File: src/design/qat_pkg.sv
`timescale 1ns / 1ps
`default_nettype none
// ----------------------------------------------------------------------------
// qat_pkg
// Shared types and constants for the quoted argument tokenizer: result kinds,
// quote codes, special byte values and the per-line flag state.
// ----------------------------------------------------------------------------
package qat_pkg;

	// result kinds
	localparam logic [1:0] KIND_BYTE      = 2'd0;
	localparam logic [1:0] KIND_TOKEN_END = 2'd1;
	localparam logic [1:0] KIND_LINE_END  = 2'd2;
	localparam logic [1:0] KIND_TOK_LINE  = 2'd3;

	// open quote codes
	localparam logic [1:0] QUOTE_NONE   = 2'd0;
	localparam logic [1:0] QUOTE_DOUBLE = 2'd1;
	localparam logic [1:0] QUOTE_SINGLE = 2'd2;

	// special bytes
	localparam logic [7:0] CH_NUL     = 8'h00;
	localparam logic [7:0] CH_TAB     = 8'h09;
	localparam logic [7:0] CH_NL      = 8'h0A;
	localparam logic [7:0] CH_SPACE   = 8'h20;
	localparam logic [7:0] CH_DQUOTE  = 8'h22;
	localparam logic [7:0] CH_SQUOTE  = 8'h27;
	localparam logic [7:0] CH_QMARK   = 8'h3F;
	localparam logic [7:0] CH_CARET   = 8'h5E;
	localparam logic [7:0] CH_DEL     = 8'h7F;
	localparam logic [7:0] CTRL_MASK  = 8'h1F;

	// per-line flag state
	typedef struct packed {
		logic       in_token;
		logic [1:0] quote_kind;
		logic       caret_pending;
		logic       overflow_seen;
	} flags_t;

	// one result item
	typedef struct packed {
		logic [1:0] kind;
		logic [7:0] data_byte;
		logic [5:0] token_index;
		logic [6:0] token_count;
		logic       overflow;
	} result_t;

endpackage
`default_nettype wire

File: src/design/qat_step.sv
`timescale 1ns / 1ps
`default_nettype none
// ----------------------------------------------------------------------------
// qat_step
// Next-state and result logic for one byte: caret escapes, line end,
// blank splitting, quoting and token counting with saturation.
// ----------------------------------------------------------------------------
module qat_step #(
	parameter int MAX_TOKENS = 64,
	parameter int CNT_W      = 7
) (
	input  wire logic                 fancy,
	input  wire logic [7:0]           in_byte,
	input  wire qat_pkg::flags_t      flags,
	input  wire logic [CNT_W-1:0]     cnt,
	output qat_pkg::flags_t           flags_n,
	output logic [CNT_W-1:0]          cnt_n,
	output logic                      res_valid,
	output qat_pkg::result_t          res
);
	import qat_pkg::*;

	localparam logic [CNT_W-1:0] MAX_CNT = CNT_W'(MAX_TOKENS);
	localparam logic [CNT_W-1:0] ONE     = CNT_W'(1);

	logic [1:0]       qk;
	logic             cp;
	logic             blank;
	logic             at_max;
	logic [1:0]       q_code;
	logic [CNT_W-1:0] ecnt;
	logic             eovf;
	logic             idx_zero;
	logic [CNT_W-1:0] cur_idx;

	// byte classes
	assign blank  = (in_byte == CH_SPACE) || (in_byte == CH_TAB);
	assign at_max = (cnt >= MAX_CNT);
	assign q_code = (in_byte == CH_DQUOTE) ? QUOTE_DOUBLE : QUOTE_SINGLE;
	// plain mode sees no open quote and no pending caret
	assign qk     = fancy ? flags.quote_kind : QUOTE_NONE;
	assign cp     = fancy & flags.caret_pending;

	// decision for one byte
	always_comb begin
		flags_n               = flags;
		flags_n.quote_kind    = qk;
		flags_n.caret_pending = cp;
		cnt_n                 = cnt;
		res_valid             = 1'b0;
		res.kind              = KIND_BYTE;
		res.data_byte         = 8'h00;
		ecnt                  = cnt;
		eovf                  = flags.overflow_seen;
		idx_zero              = 1'b0;

		if (cp && (in_byte != CH_NUL)) begin
			// caret escape consumes this byte
			flags_n.caret_pending = 1'b0;
			res_valid             = 1'b1;
			if (in_byte == CH_CARET) begin
				res.data_byte = CH_CARET;
			end else if (in_byte == CH_QMARK) begin
				res.data_byte = CH_DEL;
			end else begin
				res.data_byte = in_byte & CTRL_MASK;
			end
		end else if ((in_byte == CH_NL) || (in_byte == CH_NUL)) begin
			// line end reports the final count, then state returns to reset
			res_valid     = 1'b1;
			res.kind      = flags.in_token ? KIND_TOK_LINE : KIND_LINE_END;
			idx_zero      = ~flags.in_token;
			flags_n       = '0;
			cnt_n         = '0;
		end else if (blank) begin
			if (flags.in_token && (qk != QUOTE_NONE)) begin
				res_valid     = 1'b1;
				res.data_byte = in_byte;
			end else if (flags.in_token) begin
				flags_n.in_token = 1'b0;
				res_valid        = 1'b1;
				res.kind         = KIND_TOKEN_END;
			end
		end else begin
			// any other byte opens a token if none is open
			if (!flags.in_token) begin
				flags_n.in_token = 1'b1;
				if (at_max) begin
					flags_n.overflow_seen = 1'b1;
				end else begin
					cnt_n = cnt + ONE;
				end
			end
			ecnt = cnt_n;
			eovf = flags_n.overflow_seen;
			if (fancy && (in_byte == CH_CARET)) begin
				flags_n.caret_pending = 1'b1;
			end else if (fancy && ((in_byte == CH_DQUOTE) || (in_byte == CH_SQUOTE))
			             && ((qk == q_code) || (qk == QUOTE_NONE))) begin
				// open or close a quote; the other kind is literal
				flags_n.quote_kind = (qk == q_code) ? QUOTE_NONE : q_code;
			end else begin
				res_valid     = 1'b1;
				res.data_byte = in_byte;
			end
		end

		cur_idx         = (ecnt == '0) ? '0 : (ecnt - ONE);
		res.token_index = idx_zero ? 6'd0 : 6'(cur_idx);
		res.token_count = 7'(ecnt);
		res.overflow    = eovf;
	end

endmodule
`default_nettype wire

File: src/design/quoted_argument_tokenizer.sv
`timescale 1ns / 1ps
`default_nettype none
// ----------------------------------------------------------------------------
// quoted_argument_tokenizer
// Splits a byte stream into blank/tab separated tokens, with optional
// quoting and caret escapes, reporting token bytes, token ends and line ends.
// ----------------------------------------------------------------------------
// One byte is taken per cycle and each byte yields at most one result. A byte
// sits in an input register, is decided there by a single combinational step
// against the per-line state, and its result lands in an output register. The
// stream runs at one byte per cycle while out_stall stays low. A stall on a held
// result keeps the byte in the input register and raises in_stall in the same
// cycle. fancy_mode is written through cfg_we/cfg_wdata; the user must write it
// only while the block is idle, which the block itself does not enforce.
// ----------------------------------------------------------------------------
module quoted_argument_tokenizer #(
	parameter int MAX_TOKENS = 64
) (
	input  wire logic       clk,
	input  wire logic       arst_n,
	input  wire logic       cfg_we,
	input  wire logic       cfg_wdata,
	input  wire logic       in_valid,
	output logic            in_stall,
	input  wire logic [7:0] in_byte,
	output logic            out_valid,
	input  wire logic       out_stall,
	output logic [1:0]      kind,
	output logic [7:0]      data_byte,
	output logic [5:0]      token_index,
	output logic [6:0]      token_count,
	output logic            overflow
);
	import qat_pkg::*;

	localparam int CNT_W = $clog2(MAX_TOKENS + 1);

	logic             fancy_q;
	logic             valid_s1;
	logic [7:0]       byte_s1;
	flags_t           flags_q;
	flags_t           flags_n;
	logic [CNT_W-1:0] cnt_q;
	logic [CNT_W-1:0] cnt_n;
	logic             res_valid;
	result_t          res;
	logic             out_valid_q;
	result_t          res_q;
	logic             out_free;
	logic             adv;
	logic             in_xfer;

	// handshake control
	assign out_free = ~out_valid_q | ~out_stall;
	assign adv      = valid_s1 & out_free;
	assign in_stall = valid_s1 & ~out_free;
	assign in_xfer  = in_valid & ~in_stall;

	// configuration register
	always_ff @(posedge clk or negedge arst_n) begin
		if (!arst_n) begin
			fancy_q <= 1'b0;
		end else if (cfg_we) begin
			fancy_q <= cfg_wdata;
		end
	end

	// input register
	always_ff @(posedge clk or negedge arst_n) begin
		if (!arst_n) begin
			valid_s1 <= 1'b0;
		end else if (in_xfer) begin
			valid_s1 <= 1'b1;
		end else if (adv) begin
			valid_s1 <= 1'b0;
		end
	end

	always_ff @(posedge clk) begin
		if (in_xfer) begin
			byte_s1 <= in_byte;
		end
	end

	// per-byte decision
	qat_step #(
		.MAX_TOKENS (MAX_TOKENS),
		.CNT_W      (CNT_W)
	) u_step (
		.fancy     (fancy_q),
		.in_byte   (byte_s1),
		.flags     (flags_q),
		.cnt       (cnt_q),
		.flags_n   (flags_n),
		.cnt_n     (cnt_n),
		.res_valid (res_valid),
		.res       (res)
	);

	// line state
	always_ff @(posedge clk or negedge arst_n) begin
		if (!arst_n) begin
			flags_q <= '0;
			cnt_q   <= '0;
		end else if (adv) begin
			flags_q <= flags_n;
			cnt_q   <= cnt_n;
		end
	end

	// output register
	always_ff @(posedge clk or negedge arst_n) begin
		if (!arst_n) begin
			out_valid_q <= 1'b0;
		end else if (out_free) begin
			out_valid_q <= adv & res_valid;
		end
	end

	always_ff @(posedge clk) begin
		if (adv) begin
			res_q <= res;
		end
	end

	assign out_valid   = out_valid_q;
	assign kind        = res_q.kind;
	assign data_byte   = res_q.data_byte;
	assign token_index = res_q.token_index;
	assign token_count = res_q.token_count;
	assign overflow    = res_q.overflow;

endmodule
`default_nettype wire
File: config.mk
export PLATFORM = sky130hd
export DESIGN_NAME = quoted_argument_tokenizer
export DESIGN_NICKNAME = d
export VERILOG_FILES = /design/src/design/qat_pkg.sv /design/src/design/qat_step.sv /design/src/design/quoted_argument_tokenizer.sv
export SDC_FILE = /design/constraint.sdc
export NUM_CORES = 1
export LEC_CHECK = 0
export ABC_AREA = 1
export ABC_CLOCK_PERIOD_IN_PS = 3500
export BUFFER_PORTS_ARGS = -buffer_cell sky130_fd_sc_hd__buf_2
export CORE_ASPECT_RATIO = 1.5
export CORE_MARGIN = 5
export CORE_UTILIZATION = 25
export DETAILED_ROUTE_END_ITERATION = 8
export PLACE_DENSITY = 0.5
export SYNTH_ARGS = -nofsm -noshare
export SYNTH_HDL_FRONTEND = slang
export SYNTH_SLANG_ARGS = --single-unit
File: constraint.sdc
create_clock -name clk -period 3.5 [get_ports clk]
set_clock_uncertainty 0.1 [all_clocks]
set_input_delay 0.175 -clock clk [delete_from_list [all_inputs] [get_ports clk]]
set_output_delay 0.175 -clock clk [all_outputs]
set_load 0.02 [all_outputs]
==> metrics.txt <==
status completed; Final ANT Viol Nets 0; worst path bufs/invs 2; CTS root buf clkbuf_16; DRC 0; Worst Max-Slew Pin Slew ~0.66 ns; internal power ~1300 µW; EDFF count, synth 32; die area between 10000 and 15000 µm²; number of core rows 45; Hold Vio Cnt, Final 0; Syn Inst Count about 270; crit path max fanout 6; diode count 0; total I/O pin count 40; PD cells between 600 and 700 nW/µm²; sequential share of power between 40% and 50%; Hold WC Path Type input port to register; worst slew margin relative to its limit 54.75%; CP Launch Type register; # hold bufs at CTS 11; most frequent cells in the layout nand2_1 (42), buf_2 (39), edfxtp_1 (32), nor2_1 (31), inv_1 (29); Syn Area/Cell 9.580 µm²; RSZ-0062 raised after global routing no; Clock Latency Late Sink 0.29 ns; ratio of cells with drive above 1 in the final layout between 20% and 30%; Switch Pwr between 700 and 800 µW; post-CTS sizing 0; postcts setup bufs 0; Synth area leader edfxtp_1; Synth top area share between 30% and 40%; Post-synth ARST share approximately a third; P_leak 0.001368 µW; register clock-pin slew on the reported worst setup and hold paths 0.06 ns; CTS Sinks 47; antenna violations before repair 0; TritonCTS buffer count 5; Max Clk Rate between 400 and 500 MHz; Die Ht roughly 130 µm; largest net degree at the start of global routing 20; GP Congestion 0.8386; first-pass GRT wire length roughly 10 mm; Die Width slightly above 90 µm; routed via count ~2000; CP required approximately 3.4 ns; Pwr Total around 2100 µW; DRT Pass-1 Iters 4; Non-Filler Instances ~440; Mapped Area roughly 2500 µm²; Ys Warns 0; Gate power share 36.3%; clock share of power 22.2%; GRT Util Overall between 10% and 20%; CTS tree built; vias in the first global route 2109; Critical Path Sink Type register; register area share after synthesis approximately 53%; period utilization 67.48%; peak supply drop ~210 µV; routed length per placed instance about 14 µm; sw frac a little over a third; CP max stage cell edfxtp_1; crit-path leading delay family simple AND/OR/NAND/NOR gates; Crit path top cell by count nor2_1; syn nets around 280; worst-case clock buffer depth 2; max cap viols 0; minimum clock period 2.362 ns; Worst Path Arrival between 2 and 2.5 ns; Max Slew Vio Count 0; top post-synthesis cells by area edfxtp_1 (38%), dfrtp_1 (15%), nand2_1 (6.2%); GR Overflow Total 0; flops & latches, synth 47; Top FF cell, synth edfxtp_1; Area Overhead vs Synth 23.46%; Synth cell types 34; Starting Density between 20% and 30%; CP peak stage delay ~0.42 ns; post-DP HPWL approximately 4.7 mm; I/O Buffers 39; Placed Instances ~420; most common cell after layout, fill and taps aside nand2_1; Setup TNS 0 ns; final WL 6.051 mm; core area roughly 10000 µm²; Detailed Route Iter0 Violations 75; Setup violations, final 0; vias per cell approximately 4.6; crit path kind register to register; Final nets roughly 340; CP Cell Sequence inv_1 -> nand2_1 -> nor2_1 -> nand2_4 -> nand3_1 -> nand2_1 -> nand3_2 -> o21ai_4 -> inv_2 -> ha_1 -> nand3_1 -> nor2_1 -> nand3_2 -> nand2_4 -> nor2_1; H-tree level count 2
-- area by class of cell --
type	count	area [µm²]
fillers	1074	6888
flip-flops and latches	47	1336
multi-input cells	179	1049
repair buffers	51	312.8
inverters	39	153.9
well taps	117	146.4
clock buffers	8	136.4
-- cell usage after synthesis, types with 4 or more instances --
master    instances
nor2_2            6
ha_1              4
inv_2             7
a21oi_2           4
nor2_1           31
edfxtp_1         32
nand4_1           9
inv_1            29
o21ai_0          11
nand3_1          23
nand3_2           4
nand2_1          42
nand2_4           8
dfrtp_1          15
nand2_2           7
o22ai_1           7
-- registers in the layout, summed over array words and instances, names as in the netlist, 2 cells and up --
signal and flops:
kind 2, byte_s1 8, cnt_q 7, token_index 6, data_byte 8, flags_q 5, token_count 7
-- path summary, 6_finish.rpt --
| check | from | to | slack [ns] | depth (start not counted) |
|---|---|---|---|---|
| worst max-delay path | byte_s1[4] | token_index[0] | 1.14 | 15 |
| worst min-delay path | in_valid | valid_s1 | 0.08 | 3 |
| worst max register to register | byte_s1[4] | token_index[0] | 1.14 | 15 |
| worst min register to register | flags_q[0] | flags_q[0] | 0.40 | 2 |
| max in group asynchronous | arst_n | cnt_q[1] | 2.79 | 2 |
| min in group asynchronous | arst_n | valid_s1 | 0.23 | 2 |
-- cells by family (layout without fill, tap and decap cells) --
logic type	after synthesis	count (layout)	synth area share, %
AO/OA/AOI/OAI	33	33	8.575
AND/OR/NAND/NOR	141	141	30.41
XOR/XNOR	1	1	0.3451
adder cells (fa/ha/maj)	4	4	1.971
flip-flops	47	47	52.64
buffers and inverters	39	98	6.062
-- per-layer routing --
layer	routed length, µm	GRT usage [%]	share of wire [%]	vias up
met5	0	0	0	-
met4	104	4.050	1.7	0
met3	305	2.599	5.0	7
met2	3334	19.76	55	52
met1	2306	10.46	38	942
li1	-	-	-	1014
-- power by group through the flow --
stage | registers [µW] | clock network, µW | logic [µW]
after global routing | 875 | 493 | 838
after CTS | 856 | 477 | 762
final | 857 | 457 | 748
after global placement | 865 | 0 | 742
after floorplan | 939 | 0 | 479
after detailed placement | 867 | 0 | 749
-- through the flow --
step / hold slack (ns) / util, % / worst slack (ns) / cell area [µm²]
global route: 0.1260 / 31.27 / 0.8951 / 3134
global placement: 0.01691 / 28.81 / 1.183 / 2888
CTS: 0.08380 / 31.27 / 1.126 / 3134
finish: 0.07571 / 31.27 / 1.138 / 3134
detailed placement: 0.02425 / 28.81 / 1.136 / 2888
floorplan: -0.2206 / - / 1.378 / 2539
-- worst min-delay path: cells and delay by family --
| family | cells | cell delay (ns) |
|---|---|---|
| AOI/OAI and AO/OA | 2 | 0.17 |
| buffers and inverters | 1 | 0.08 |
Power figures use the tool's default switching activity.
